[src/sv/ctdt_pkg.sv]
// Shared codes, widths and the colour classification for the target table.
`timescale 1ns / 1ps

package ctdt_pkg;

	localparam int COLOR_W     = 3;
	localparam int POINTS_W    = 3;
	localparam int STATUS_W    = 2;
	localparam int THR_W       = 15;
	localparam int ENTRY_IDX_W = 5;
	localparam int FILL_W      = 6;

	localparam logic [THR_W-1:0] THR_RESET = 15'd256;

	localparam logic [COLOR_W-1:0] COLOR_RED    = 3'd0;
	localparam logic [COLOR_W-1:0] COLOR_GREEN  = 3'd1;
	localparam logic [COLOR_W-1:0] COLOR_BLUE   = 3'd2;
	localparam logic [COLOR_W-1:0] COLOR_ORANGE = 3'd3;
	localparam logic [COLOR_W-1:0] COLOR_YELLOW = 3'd4;

	localparam logic [POINTS_W-1:0] PTS_RED    = 3'd1;
	localparam logic [POINTS_W-1:0] PTS_GREEN  = 3'd2;
	localparam logic [POINTS_W-1:0] PTS_BLUE   = 3'd3;
	localparam logic [POINTS_W-1:0] PTS_ORANGE = 3'd5;
	localparam logic [POINTS_W-1:0] PTS_YELLOW = 3'd5;
	localparam logic [POINTS_W-1:0] PTS_NONE   = 3'd0;

	localparam logic [STATUS_W-1:0] ST_UPDATED  = 2'd0;
	localparam logic [STATUS_W-1:0] ST_INSERTED = 2'd1;
	localparam logic [STATUS_W-1:0] ST_FULL     = 2'd2;
	localparam logic [STATUS_W-1:0] ST_IGNORED  = 2'd3;

	// Classification of one detection, worked out at the front
	typedef struct packed {
		logic                known;
		logic                yellow;
		logic [COLOR_W-1:0]  color;
		logic [POINTS_W-1:0] points;
	} ctdt_class_t;

	function automatic logic [POINTS_W-1:0] points_of(input logic [COLOR_W-1:0] c);
		logic [POINTS_W-1:0] p;
		case (c)
			COLOR_RED:    p = PTS_RED;
			COLOR_GREEN:  p = PTS_GREEN;
			COLOR_BLUE:   p = PTS_BLUE;
			COLOR_ORANGE: p = PTS_ORANGE;
			COLOR_YELLOW: p = PTS_YELLOW;
			default:      p = PTS_NONE;
		endcase
		return p;
	endfunction

endpackage

[src/sv/ctdt_ram.sv]
// Generic simple dual-port RAM, one write port, one registered read port.
`timescale 1ns / 1ps

module ctdt_ram #(
	parameter int WIDTH = 38,
	parameter int DEPTH = 32,
	parameter int AW    = (DEPTH > 1) ? $clog2(DEPTH) : 1
) (
	input  logic             clk,
	input  logic             we,
	input  logic [AW-1:0]    waddr,
	input  logic [WIDTH-1:0] wdata,
	input  logic             re,
	input  logic [AW-1:0]    raddr,
	output logic [WIDTH-1:0] rdata
);

	logic [WIDTH-1:0] mem_q [DEPTH];
	logic [WIDTH-1:0] rdata_q;

	always_ff @(posedge clk) begin
		if (we) begin
			mem_q[waddr] <= wdata;
		end
		if (re) begin
			rdata_q <= mem_q[raddr];
		end
	end

	assign rdata = rdata_q;

endmodule

[src/sv/ctdt_front.sv]
// Front end: takes detections, classifies the colour, holds them in a two-deep queue.
`timescale 1ns / 1ps

module ctdt_front import ctdt_pkg::*; #(
	parameter int COORD_BITS = 16
) (
	input  logic                         clk,
	input  logic                         arst_n,
	input  logic                         in_valid,
	output logic                         in_stall,
	input  logic signed [COORD_BITS-1:0] x_pos,
	input  logic signed [COORD_BITS-1:0] y_pos,
	input  logic [COLOR_W-1:0]           color_code,
	output logic                         q_valid,
	input  logic                         q_pop,
	output logic signed [COORD_BITS-1:0] q_x,
	output logic signed [COORD_BITS-1:0] q_y,
	output ctdt_class_t                  q_cls
);

	logic signed [COORD_BITS-1:0] x_q   [2];
	logic signed [COORD_BITS-1:0] y_q   [2];
	ctdt_class_t                  cls_q [2];
	logic                         wr_ptr_q;
	logic                         rd_ptr_q;
	logic [1:0]                   cnt_q;
	logic                         push;
	logic                         pop;
	ctdt_class_t                  cls_in;

	always_comb begin
		cls_in.known  = color_code inside {[COLOR_RED:COLOR_YELLOW]};
		cls_in.yellow = (color_code == COLOR_YELLOW);
		cls_in.color  = color_code;
		cls_in.points = points_of(color_code);
	end

	assign in_stall = (cnt_q == 2'd2);
	assign push     = in_valid && !in_stall;
	assign q_valid  = (cnt_q != 2'd0);
	assign pop      = q_pop && q_valid;

	always_ff @(posedge clk) begin
		if (push) begin
			x_q[wr_ptr_q]   <= x_pos;
			y_q[wr_ptr_q]   <= y_pos;
			cls_q[wr_ptr_q] <= cls_in;
		end
	end

	always_ff @(posedge clk or negedge arst_n) begin
		if (!arst_n) begin
			wr_ptr_q <= 1'b0;
			rd_ptr_q <= 1'b0;
			cnt_q    <= 2'd0;
		end else begin
			if (push) begin
				wr_ptr_q <= !wr_ptr_q;
			end
			if (pop) begin
				rd_ptr_q <= !rd_ptr_q;
			end
			if (push && !pop) begin
				cnt_q <= cnt_q + 2'd1;
			end else if (pop && !push) begin
				cnt_q <= cnt_q - 2'd1;
			end
		end
	end

	assign q_x   = x_q[rd_ptr_q];
	assign q_y   = y_q[rd_ptr_q];
	assign q_cls = cls_q[rd_ptr_q];

endmodule

[src/sv/ctdt_back.sv]
// Back end: scans the table for a match, writes the update back, holds the result.
`timescale 1ns / 1ps

module ctdt_back import ctdt_pkg::*; #(
	parameter int CAPACITY   = 32,
	parameter int COORD_BITS = 16
) (
	input  logic                         clk,
	input  logic                         arst_n,
	input  logic [THR_W-1:0]             thr,
	input  logic                         q_valid,
	output logic                         q_pop,
	input  logic signed [COORD_BITS-1:0] q_x,
	input  logic signed [COORD_BITS-1:0] q_y,
	input  ctdt_class_t                  q_cls,
	output logic                         out_valid,
	input  logic                         out_stall,
	output logic [STATUS_W-1:0]          status,
	output logic [ENTRY_IDX_W-1:0]       entry_index,
	output logic signed [COORD_BITS-1:0] entry_x,
	output logic signed [COORD_BITS-1:0] entry_y,
	output logic [POINTS_W-1:0]          entry_points,
	output logic [FILL_W-1:0]            fill_count
);

	localparam int IDX_W = (CAPACITY > 1) ? $clog2(CAPACITY) : 1;
	localparam int CNT_W = $clog2(CAPACITY + 1);
	localparam int ENT_W = COLOR_W + POINTS_W + 2 * COORD_BITS;
	localparam int CMP_W = (COORD_BITS + 1 > THR_W) ? COORD_BITS + 1 : THR_W;
	localparam logic [CNT_W-1:0] CAP_CNT = CNT_W'(CAPACITY);

	localparam logic [1:0] S_IDLE = 2'd0;
	localparam logic [1:0] S_SCAN = 2'd1;
	localparam logic [1:0] S_DONE = 2'd2;

	logic [1:0]                   state_q;
	logic [CNT_W-1:0]             cnt_q;
	logic [CNT_W-1:0]             scan_q;
	logic                         cmp_vld_q;
	logic [IDX_W-1:0]             cmp_idx_q;
	logic                         found_q;
	logic [IDX_W-1:0]             hit_q;
	logic signed [COORD_BITS-1:0] hit_x_q;
	logic signed [COORD_BITS-1:0] hit_y_q;
	logic [POINTS_W-1:0]          hit_pts_q;
	logic signed [COORD_BITS-1:0] it_x_q;
	logic signed [COORD_BITS-1:0] it_y_q;
	ctdt_class_t                  it_cls_q;

	logic                         res_vld_q;
	logic [STATUS_W-1:0]          status_q;
	logic [ENTRY_IDX_W-1:0]       idx_q;
	logic signed [COORD_BITS-1:0] ex_q;
	logic signed [COORD_BITS-1:0] ey_q;
	logic [POINTS_W-1:0]          pts_q;
	logic [FILL_W-1:0]            fill_q;

	// RAM ports
	logic                 ram_we;
	logic [IDX_W-1:0]     ram_waddr;
	logic [ENT_W-1:0]     ram_wdata;
	logic                 ram_re;
	logic [ENT_W-1:0]     ram_rdata;

	logic [COLOR_W-1:0]           rd_color;
	logic [POINTS_W-1:0]          rd_pts;
	logic signed [COORD_BITS-1:0] rd_x;
	logic signed [COORD_BITS-1:0] rd_y;
	logic signed [COORD_BITS:0]   dx;
	logic signed [COORD_BITS:0]   dy;
	logic [COORD_BITS:0]          ax;
	logic [COORD_BITS:0]          ay;
	logic                         match;
	logic                         issue;
	logic                         out_free;

	logic signed [COORD_BITS:0]   sum_x;
	logic signed [COORD_BITS:0]   sum_y;
	logic signed [COORD_BITS-1:0] upd_x;
	logic signed [COORD_BITS-1:0] upd_y;
	logic [STATUS_W-1:0]          res_status;
	logic [IDX_W-1:0]             res_idx;
	logic signed [COORD_BITS-1:0] res_x;
	logic signed [COORD_BITS-1:0] res_y;
	logic [POINTS_W-1:0]          res_pts;
	logic [CNT_W-1:0]             res_cnt;
	logic                         res_wr;
	logic                         load;

	ctdt_ram #(
		.WIDTH (ENT_W),
		.DEPTH (CAPACITY),
		.AW    (IDX_W)
	) u_table (
		.clk   (clk),
		.we    (ram_we),
		.waddr (ram_waddr),
		.wdata (ram_wdata),
		.re    (ram_re),
		.raddr (scan_q[IDX_W-1:0]),
		.rdata (ram_rdata)
	);

	assign rd_color = ram_rdata[ENT_W-1 -: COLOR_W];
	assign rd_pts   = ram_rdata[ENT_W-COLOR_W-1 -: POINTS_W];
	assign rd_x     = ram_rdata[2*COORD_BITS-1:COORD_BITS];
	assign rd_y     = ram_rdata[COORD_BITS-1:0];

	// Per-axis distance at full precision
	always_comb begin
		dx    = $signed({it_x_q[COORD_BITS-1], it_x_q}) - $signed({rd_x[COORD_BITS-1], rd_x});
		dy    = $signed({it_y_q[COORD_BITS-1], it_y_q}) - $signed({rd_y[COORD_BITS-1], rd_y});
		ax    = dx[COORD_BITS] ? unsigned'(-dx) : unsigned'(dx);
		ay    = dy[COORD_BITS] ? unsigned'(-dy) : unsigned'(dy);
		match = cmp_vld_q && (rd_color == it_cls_q.color)
			&& (CMP_W'(ax) < CMP_W'(thr)) && (CMP_W'(ay) < CMP_W'(thr));
	end

	assign issue    = (state_q == S_SCAN) && (scan_q < cnt_q);
	assign ram_re   = issue;
	assign out_free = !res_vld_q || !out_stall;
	assign q_pop    = (state_q == S_IDLE) && q_valid;
	assign load     = (state_q == S_DONE) && out_free;

	// Floored average (yellow takes the new position): arithmetic shift of the widened sum
	always_comb begin
		sum_x = $signed({hit_x_q[COORD_BITS-1], hit_x_q}) + $signed({it_x_q[COORD_BITS-1], it_x_q});
		sum_y = $signed({hit_y_q[COORD_BITS-1], hit_y_q}) + $signed({it_y_q[COORD_BITS-1], it_y_q});
		upd_x = it_cls_q.yellow ? it_x_q : sum_x[COORD_BITS:1];
		upd_y = it_cls_q.yellow ? it_y_q : sum_y[COORD_BITS:1];
	end

	always_comb begin
		res_status = ST_IGNORED;
		res_idx    = '0;
		res_x      = '0;
		res_y      = '0;
		res_pts    = '0;
		res_cnt    = cnt_q;
		res_wr     = 1'b0;
		if (!it_cls_q.known) begin
			res_status = ST_IGNORED;
		end else if (found_q) begin
			res_status = ST_UPDATED;
			res_idx    = hit_q;
			res_x      = upd_x;
			res_y      = upd_y;
			res_pts    = hit_pts_q;
			res_wr     = 1'b1;
		end else if (cnt_q == CAP_CNT) begin
			res_status = ST_FULL;
		end else begin
			res_status = ST_INSERTED;
			res_idx    = cnt_q[IDX_W-1:0];
			res_x      = it_x_q;
			res_y      = it_y_q;
			res_pts    = it_cls_q.points;
			res_cnt    = cnt_q + CNT_W'(1);
			res_wr     = 1'b1;
		end
	end

	assign ram_we    = load && res_wr;
	assign ram_waddr = res_idx;
	assign ram_wdata = {it_cls_q.color, res_pts, res_x, res_y};

	// Item and hit registers carry no reset
	always_ff @(posedge clk) begin
		if (q_pop) begin
			it_x_q   <= q_x;
			it_y_q   <= q_y;
			it_cls_q <= q_cls;
		end
		cmp_idx_q <= scan_q[IDX_W-1:0];
		if (match) begin
			hit_q     <= cmp_idx_q;
			hit_x_q   <= rd_x;
			hit_y_q   <= rd_y;
			hit_pts_q <= rd_pts;
		end
		if (load) begin
			status_q <= res_status;
			idx_q    <= ENTRY_IDX_W'(res_idx);
			ex_q     <= res_x;
			ey_q     <= res_y;
			pts_q    <= res_pts;
			fill_q   <= FILL_W'(res_cnt);
		end
	end

	always_ff @(posedge clk or negedge arst_n) begin
		if (!arst_n) begin
			state_q   <= S_IDLE;
			cnt_q     <= '0;
			scan_q    <= '0;
			cmp_vld_q <= 1'b0;
			found_q   <= 1'b0;
			res_vld_q <= 1'b0;
		end else begin
			case (state_q)
				S_IDLE: begin
					if (q_valid) begin
						scan_q    <= '0;
						cmp_vld_q <= 1'b0;
						found_q   <= 1'b0;
						state_q   <= q_cls.known ? S_SCAN : S_DONE;
					end
				end
				S_SCAN: begin
					cmp_vld_q <= issue;
					if (issue) begin
						scan_q <= scan_q + CNT_W'(1);
					end
					if (match) begin
						found_q <= 1'b1;
					end
					if (!issue && !cmp_vld_q) begin
						state_q <= S_DONE;
					end
				end
				S_DONE: begin
					if (out_free) begin
						cnt_q   <= res_cnt;
						state_q <= S_IDLE;
					end
				end
				default: begin
					state_q <= S_IDLE;
				end
			endcase

			if (load) begin
				res_vld_q <= 1'b1;
			end else if (!out_stall) begin
				res_vld_q <= 1'b0;
			end
		end
	end

	assign out_valid    = res_vld_q;
	assign status       = status_q;
	assign entry_index  = idx_q;
	assign entry_x      = ex_q;
	assign entry_y      = ey_q;
	assign entry_points = pts_q;
	assign fill_count   = fill_q;

endmodule

[src/sv/colored_target_dedup_table.sv]
// Top level of the coloured target de-duplication table.
// Each detection is popped from the queue head, scanned against the live entries (skipped if ignored), then registered.
// The back end takes a new detection only after the last result is loaded; its scan reads one entry a cycle.
// Front queue holds two detections, so input transfers continue while the back end scans.
// Reset (arst_n low, asynchronous): fill count and queues empty, threshold back to 256.
// The table memory itself is not cleared; only entries below the fill count are ever read.
`timescale 1ns / 1ps

module colored_target_dedup_table import ctdt_pkg::*; #(
	parameter int CAPACITY   = 32,
	parameter int COORD_BITS = 16
) (
	input  logic                         clk,
	input  logic                         arst_n,
	input  logic                         cfg_wr_en,
	input  logic [THR_W-1:0]             cfg_wr_data,
	input  logic                         in_valid,
	output logic                         in_stall,
	input  logic signed [COORD_BITS-1:0] x_pos,
	input  logic signed [COORD_BITS-1:0] y_pos,
	input  logic [COLOR_W-1:0]           color_code,
	output logic                         out_valid,
	input  logic                         out_stall,
	output logic [STATUS_W-1:0]          status,
	output logic [ENTRY_IDX_W-1:0]       entry_index,
	output logic signed [COORD_BITS-1:0] entry_x,
	output logic signed [COORD_BITS-1:0] entry_y,
	output logic [POINTS_W-1:0]          entry_points,
	output logic [FILL_W-1:0]            fill_count
);

	// separation threshold, per axis, strict less-than
	logic [THR_W-1:0] thr_q;

	// queue head towards the back end
	logic                         q_valid;
	logic                         q_pop;
	logic signed [COORD_BITS-1:0] q_x;
	logic signed [COORD_BITS-1:0] q_y;
	ctdt_class_t                  q_cls;

	always_ff @(posedge clk or negedge arst_n) begin
		if (!arst_n) begin
			thr_q <= THR_RESET;
		end else if (cfg_wr_en) begin
			thr_q <= cfg_wr_data;
		end
	end

	// front: input transfer, colour classification, two-deep queue
	ctdt_front #(
		.COORD_BITS (COORD_BITS)
	) u_front (
		.clk        (clk),
		.arst_n     (arst_n),
		.in_valid   (in_valid),
		.in_stall   (in_stall),
		.x_pos      (x_pos),
		.y_pos      (y_pos),
		.color_code (color_code),
		.q_valid    (q_valid),
		.q_pop      (q_pop),
		.q_x        (q_x),
		.q_y        (q_y),
		.q_cls      (q_cls)
	);

	// back: table scan (highest matching index wins), write-back, result register
	ctdt_back #(
		.CAPACITY   (CAPACITY),
		.COORD_BITS (COORD_BITS)
	) u_back (
		.clk          (clk),
		.arst_n       (arst_n),
		.thr          (thr_q),
		.q_valid      (q_valid),
		.q_pop        (q_pop),
		.q_x          (q_x),
		.q_y          (q_y),
		.q_cls        (q_cls),
		.out_valid    (out_valid),
		.out_stall    (out_stall),
		.status       (status),
		.entry_index  (entry_index),
		.entry_x      (entry_x),
		.entry_y      (entry_y),
		.entry_points (entry_points),
		.fill_count   (fill_count)
	);

endmodule

[config.mk]
export PLATFORM = sky130hd
export DESIGN_NAME = colored_target_dedup_table
export DESIGN_NICKNAME = d
export VERILOG_FILES = /design/src/sv/ctdt_pkg.sv /design/src/sv/ctdt_ram.sv /design/src/sv/ctdt_front.sv /design/src/sv/ctdt_back.sv /design/src/sv/colored_target_dedup_table.sv
export SDC_FILE = /design/constraint.sdc
export NUM_CORES = 2
export LEC_CHECK = 0
export ABC_AREA = 1
export BUFFER_PORTS_ARGS = -buffer_cell sky130_fd_sc_hd__buf_2
export CORE_UTILIZATION = 50
export CTS_BUF_LIST = sky130_fd_sc_hd__clkbuf_4
export DETAILED_ROUTE_END_ITERATION = 10
export PLACE_DENSITY = 0.65
export SKIP_CTS_REPAIR_TIMING = 1
export SYNTH_ARGS = -nofsm -noshare
export SYNTH_HDL_FRONTEND = slang
export SYNTH_SLANG_ARGS = --single-unit
export TNS_END_PERCENT = 10
[constraint.sdc]
create_clock -name clk -period 12.3 [get_ports clk]
set_clock_uncertainty 0.05 [all_clocks]
set_input_delay 0.615 -clock clk [delete_from_list [all_inputs] [get_ports clk]]
set_output_delay 0.615 -clock clk [all_outputs]
set_load 0.02 [all_outputs]
* Word-level counts from Yosys, hierarchy flattened
Memory sizes are Yosys's and may differ from the RTL's. A register that Yosys moved wholly into a read port is not among the register bits.
Index checks and enable logic that the tools add are counted.
** Cells by class
- Reductions and logical operators :: 34
- Add/sub/neg operators :: 10
- Equal/unequal tests :: 15
- $lt $le $gt $ge :: 5
- Mux-type cells :: 45
** Operator list (count)
- $mux 16 :: 8
- $add 16x16->17 :: 2
- $lt 17x15->1 :: 2
- $mux 17 :: 2
- $neg 17->17 :: 2
- $sub 16x16->17 :: 2
- $mux 6 :: 5
- $mux 2 :: 8
- $mux 5 :: 3
- $logic_and 1x1->1 :: 13
- $add 6x1->6 const B :: 2
- $pmux 3 s4 :: 1
- $pmux 6 s2 :: 1
- $mux 1 :: 11
- $ne 2x1->1 const B :: 5
- $logic_not 1->1 :: 9
- $mux 3 :: 3
- $reduce_and 3->1 :: 3
- $eq 3x2->1 const B :: 2
- $eq 6x6->1 const B :: 1
- $lt 6x6->1 :: 1
- $pmux 2 s3 :: 1
- $reduce_bool 2->1 :: 3
- $eq 2x2->1 const B :: 2
- other kinds (15) :: 17
** Word-level totals
- Memories kept :: 4
- Register bits after elaboration :: 137
- Logic and storage cells :: 138
- Memory bits (writable) :: 1296
** Memory list
- u_back.u_table.mem_q :: depth 32, bits a word 38, read ports 1, clocked after memory_dff 1, wr ports 1, RTL line ctdt_ram.sv:18 : logic [WIDTH-1:0] mem_q [DEPTH];
- u_front.x_q :: depth 2, bits a word 16, read ports 1, clocked after memory_dff 1, wr ports 1, RTL line ctdt_front.sv:21 : logic signed [COORD_BITS-1:0] x_q [2];
- u_front.y_q :: depth 2, bits a word 16, read ports 1, clocked after memory_dff 1, wr ports 1, RTL line ctdt_front.sv:22 : logic signed [COORD_BITS-1:0] y_q [2];
- u_front.cls_q :: depth 2, bits a word 8, read ports 1, clocked after memory_dff 0, wr ports 1, RTL line ctdt_front.sv:23 : ctdt_class_t cls_q [2];

* Longest topological paths before layout
- Depth in word-level cells :: 8
- Mapped depth :: 30
- Depth with buffers taken out :: 30

* Cells and area by module
Synthesis repeated with hierarchy kept, for this count alone.
** Second synthesis, totals
- Cell total of the unflattened synthesis :: 5775
- Area, all modules :: 64625.7 um^2
** Modules (own cells, without submodules)
- ctdt_ram :: sequential area each 37656.1 um^2, area an instance 50234.4 um^2, times used 1, cells each 4190
- ctdt_back :: sequential area each 4369.2 um^2, area an instance 10550.1 um^2, times used 1, cells each 1270
- ctdt_front :: sequential area each 2502.4 um^2, area an instance 3231.8 um^2, times used 1, cells each 251
- colored_target_dedup_table :: sequential area each 376.6 um^2, area an instance 609.3 um^2, times used 1, cells each 64

* Worst setup path before layout
Ideal clock, no wire load.
- Kind :: flip-flop to flip-flop
- Start :: register u_back.u_table.rdata_q[16], in the netlist u_back.u_table.rdata[16] (read register of u_back.u_table.mem_q)
- End :: register u_back.hit_pts_q[0], enable pin
- Cell stages (with the launch flop) :: 19
- Clock period less this slack :: 4.783 ns
- Path buffers :: 0
- Setup time :: 0.401 ns
- Arrival :: 4.331 ns
- Slack :: 7.517 ns
- Path through :: edfxtp_1 ha_1 fa_1 ha_1 a21boi_0 nand3_1 nor2_1 nand4_1 nor2_1 nand3_1 nand2_1 o21ai_0 xnor2_1 ha_1 or3_1 nor4b_1 nand3_1 nor2_1 and3_1
** On the way
- Cells in the longest elaborated chain, start to end :: 6
** Ends and longest elaborated chain
- start: declaration :: RTL line ctdt_ram.sv:19 : logic [WIDTH-1:0] rdata_q;
- $sub 16x16->17 * :: RTL line ctdt_back.sv:111 : dx = $signed({it_x_q[COORD_BITS-1], it_x_q}) - $signed({rd_x[COORD_BITS-1], rd_x});
- $neg 17->17 :: RTL line ctdt_back.sv:113 : ax = dx[COORD_BITS] ? unsigned'(-dx) : unsigned'(dx);
- $mux 17 * :: RTL line ctdt_back.sv:113
- $lt 17x15->1 * :: RTL line ctdt_back.sv:116 : && (CMP_W'(ax) < CMP_W'(thr)) && (CMP_W'(ay) < CMP_W'(thr));
- $logic_and 1x1->1 * (2 in a row) :: RTL line ctdt_back.sv:116
- via u_back.match :: RTL line ctdt_back.sv:73 : logic match;
- end signal: assignment :: RTL line ctdt_back.sv:179 : hit_pts_q <= rd_pts;
- end: declaration :: RTL line ctdt_back.sv:45 : logic [POINTS_W-1:0] hit_pts_q;
The timed path passes the listed nets; every way through them passes the cells marked *.
A chain may end at the register's enable or synchronous reset.

* Worst setup path after layout
- Start :: register u_back.it_x_q[0] (read register of u_front.x_q)
- End :: register u_back.hit_pts_q[2], enable pin
** On the way
- Cells in the longest elaborated chain, start to end :: 6
** Ends and longest elaborated chain
- start: declaration :: RTL line ctdt_back.sv:46 : logic signed [COORD_BITS-1:0] it_x_q;
- $sub 16x16->17 * :: RTL line ctdt_back.sv:111
- $neg 17->17 :: RTL line ctdt_back.sv:113
- $mux 17 * :: RTL line ctdt_back.sv:113
- $lt 17x15->1 * :: RTL line ctdt_back.sv:116
- $logic_and 1x1->1 * (2 in a row) :: RTL line ctdt_back.sv:116
- via u_back.match :: RTL line ctdt_back.sv:73
Marks and branches as above.

==> metrics <==
Starting DRT DRC Count 5,125; clock slew at the register clock pins of the worst setup and hold paths 0.08 ns; area fraction of the dominant cell type after synthesis 0.7021; clock group share of total power 0.235; combined global-route utilization of all metal layers 0.2832; met1 usage in global routing 0.3730; die extent in y around 360 µm; combinational power share 0.364; Critical Setup Path Class reg -> reg; placed wire-length estimate after detailed placement 97.56 mm; pin count of the biggest net entering global routing 204; Clock Latency Late Sink 1.26 ns; std cell rows between 100 and 150; hold violation total from the final report 0; layout overhead on the synthesized area 13.71%; initial antenna violation count 13; count of mapped cells out of synthesis 5,071; number of enable flip-flop cells after synthesis 1,462; overall die width around 360 µm; share of flip-flops with an asynchronous set or reset 0.02395; maximum capacitance violations 0; number of slew-limit violations in the final report 0; switching share of total power 0.3873; most common library cells after synthesis sky130_fd_sc_hd__edfxtp_1 (1,462), sky130_fd_sc_hd__nor2_1 (755), sky130_fd_sc_hd__o21ai_0 (677), sky130_fd_sc_hd__nand2_1 (625), sky130_fd_sc_hd__inv_1 (246); initial cell density of the core 0.5051; weighted congestion at the end of routability-driven global placement roughly 0.90; clock tree root buffer cell sky130_fd_sc_hd__clkbuf_4; critical path data required time ~13 ns; area of the placeable core ~120,000 µm²; aggregate global routing overflow 0; internal power 10.74 mW; leading post-synthesis cells by cell area sky130_fd_sc_hd__edfxtp_1 (70%), sky130_fd_sc_hd__o21ai_0 (5.4%), sky130_fd_sc_hd__nor2_1 (4.5%), sky130_fd_sc_hd__nand2_1 (3.8%), sky130_fd_sc_hd__ha_1 (2.0%); Die Footprint 126,500 µm²; cell type with the largest total area after synthesis sky130_fd_sc_hd__edfxtp_1; nets in the synthesized netlist 5,232; net switching component of the power ~6.8 mW; number of levels in the clock H-tree 5; worst slew pin tran approximately 1.2 ns; router iterations before antenna repair 9; cell area after technology mapping about 63,000 µm²; status finished, violations left; fraction of layout instances using a drive strength above 1 0.1636; leakage power of the design 25.52 nW; via count normalized by instance count about 5.9; drt drc 42; post-route setup TNS 0 ns; type of destination of the critical path register; Arr. time, crit path 6.01 ns; most repeated library cell on the critical path sky130_fd_sc_hd__nand3_1; type of the most critical hold path in -> reg; busiest layer in global routing met2; proportion of synthesized chip area in sequential cells 0.7181; TritonCTS clock tree built; fraction of the core area covered by cells at the end of the flow 0.5743; minimum setup slack among reg-to-reg paths 7.02 ns; power density relative to cell area 246.6 nW/µm²; flip-flop cell with the highest count after synthesis sky130_fd_sc_hd__edfxtp_1; first-pass GRT wire length 261.8 mm; maximum cell stage delay along the critical path 0.96 ns; Final setup violation count 0; met2 usage 0.4586; GR Layer Usage met3 0.05777; Slowest-stage cell, CP sky130_fd_sc_hd__and3_2; Reg power frac 0.402; count of unique library cells instantiated by Yosys between 50 and 60; Worst Path Max Fanout 40; RSZ-0062 raised after global routing false; nature of the critical path startpoint register; share of the cycle needed by the critical path after routing 0.4296; I/O pin count 105; final layout net count 5,668; violations in the final reports design-rule violations; total number of vias 43,560; worst-case headroom to the max-slew limit 0.1794; number of CTS-inserted buffers 392; vias in the first global route 41,070; number of port buffers 104; number of clock sinks 1,503; synthesized area per cell 12.33 µm²; Routed WL 182.2 mm; antenna viol nets, final 0; post-synthesis register bit count around 1,500; number of warning messages in the yosys log 0; most used standard cell by instance count after synthesis sky130_fd_sc_hd__edfxtp_1; peak supply drop 0.1387 mV; final critical path time including I/O delays and setup 5.284 ns; buffer levels on the longest clock path 4; post-detailed-route wirelength per cell 24.61 µm; achievable frequency 189.2 MHz
kinds of logic (layout without fill, tap and decap cells):
kind of cell               after synthesis  after routing  synth area share
buffers and inverters                  537           1229           0.03298
adders and majority gates              106            106           0.02169
AOI/OAI and AO/OA                     1228           1228            0.1128
muxes                                    1              1         0.0001801
DFF                                   1503           1503            0.7181
xor gates and xnor gates                50             50          0.007004
and+or+nand+nor                       1646           1646            0.1072
other                                    0              6                 0
worst max-delay path: cells and delay by family, from the launching register on:
kind / cells / cell delay, ns
AO/OA/AOI/OAI: 4 / 0.65
flip-flops: 1 / 0.39
XOR/XNOR: 1 / 0.16
adder cells (fa/ha/maj): 3 / 0.89
AND/OR/NAND/NOR: 14 / 2.25
buffers and inverters: 4 / 0.35
layout by cell type, fill, tap and decap left out, drive strengths merged, types with 2 or more instances in the layout:
cell type,count
ha,102
dfrtp,35
nand4,57
o21bai,4
bufinv,2
nor3b,2
o31ai,2
o211ai,51
inv,262
clkinv,68
o22ai,191
a21o,2
edfxtp,1462
nand2,643
fa,4
dfxtp,5
nand3,146
nor4,5
a211oi,3
o21a,3
a21oi,125
o221ai,115
o21ai,715
xor2,40
diode,6
buf,212
or2,6
and2,4
nor3,15
xnor2,10
a31oi,3
nor2,761
nand3b,3
and3,2
dlygate4sd3,111
a21boi,10
a22oi,2
clkbuf,573
cell type report:
cell class / count / area [µm²]
fillers: 10000 / 52700
flip-flops and latches: 1503 / 44920
multi-input cells: 3031 / 15980
clock buffers: 573 / 4302
repair buffers: 323 / 2492
well taps: 1637 / 2048
inverters: 256 / 980.9
clock inverters: 77 / 367.9
diodes: 6 / 15.01
state kept, by name, indices dropped and copies added, names as in the netlist, 8 cells and up:
register              count
u_back.u_table.mem_q   1216
u_back.u_table.rdata     38
u_front.x_q              32
u_front.y_q              32
u_back.entry_x           16
u_back.entry_y           16
u_back.hit_x_q           16
u_back.hit_y_q           16
u_back.it_x_q            16
u_back.it_y_q            16
u_front.cls_q            16
thr_q                    15
u_back.it_cls_q           8
layer usage:
| layer | vias to the layer above | part of all wire |
|---|---|---|
| met1 | 21340 | 0.39 |
| met3 | 353 | 0.096 |
| met2 | 2249 | 0.47 |
| met4 | 4 | 0.038 |
| met5 | - | 0.00019 |
| li1 | 19610 | - |
metrics by stage:
stage | power (mW) | setup slack, ns | cell area [µm²] | instances | hold WS [ns]
after global routing | 18.55 | 6.458 | 71090 | 7401 | 0.003656
after CTS | 17.51 | 7.043 | 69970 | 7289 | -0.7215
final | 17.54 | 7.016 | 71100 | 7406 | 0.06700
after global placement | 13.28 | 7.127 | 65300 | 6639 | 0.3375
after floorplan | 11.23 | 7.517 | 62530 | 5071 | 0.2694
after detailed placement | 13.41 | 7.083 | 65300 | 6639 | 0.3387
power by group through the flow:
stage	logic, mW	registers [mW]	clock network [mW]
CTS	6.29	7.04	4.18
detailed placement	6.26	7.14	0
finish	6.38	7.04	4.11
global placement	6.15	7.13	0
global route	7.04	7.06	4.45
floorplan	4.13	7.09	0
worst paths after layout:
path,startpoint,endpoint,cells past startpoint
setup / recovery,u_back.it_x_q[0],u_back.hit_pts_q[2],26
hold / removal,x_pos[3],u_front.x_q[0][3],2
setup reg to reg,u_back.it_x_q[0],u_back.hit_pts_q[2],26
hold reg to reg,u_back.cmp_idx_q[3],u_back.hit_q[3],0
max in group asynchronous,arst_n,u_back.scan_q[2],4
min in group asynchronous,arst_n,thr_q[11],4
(Power assumes the default switching activity.)
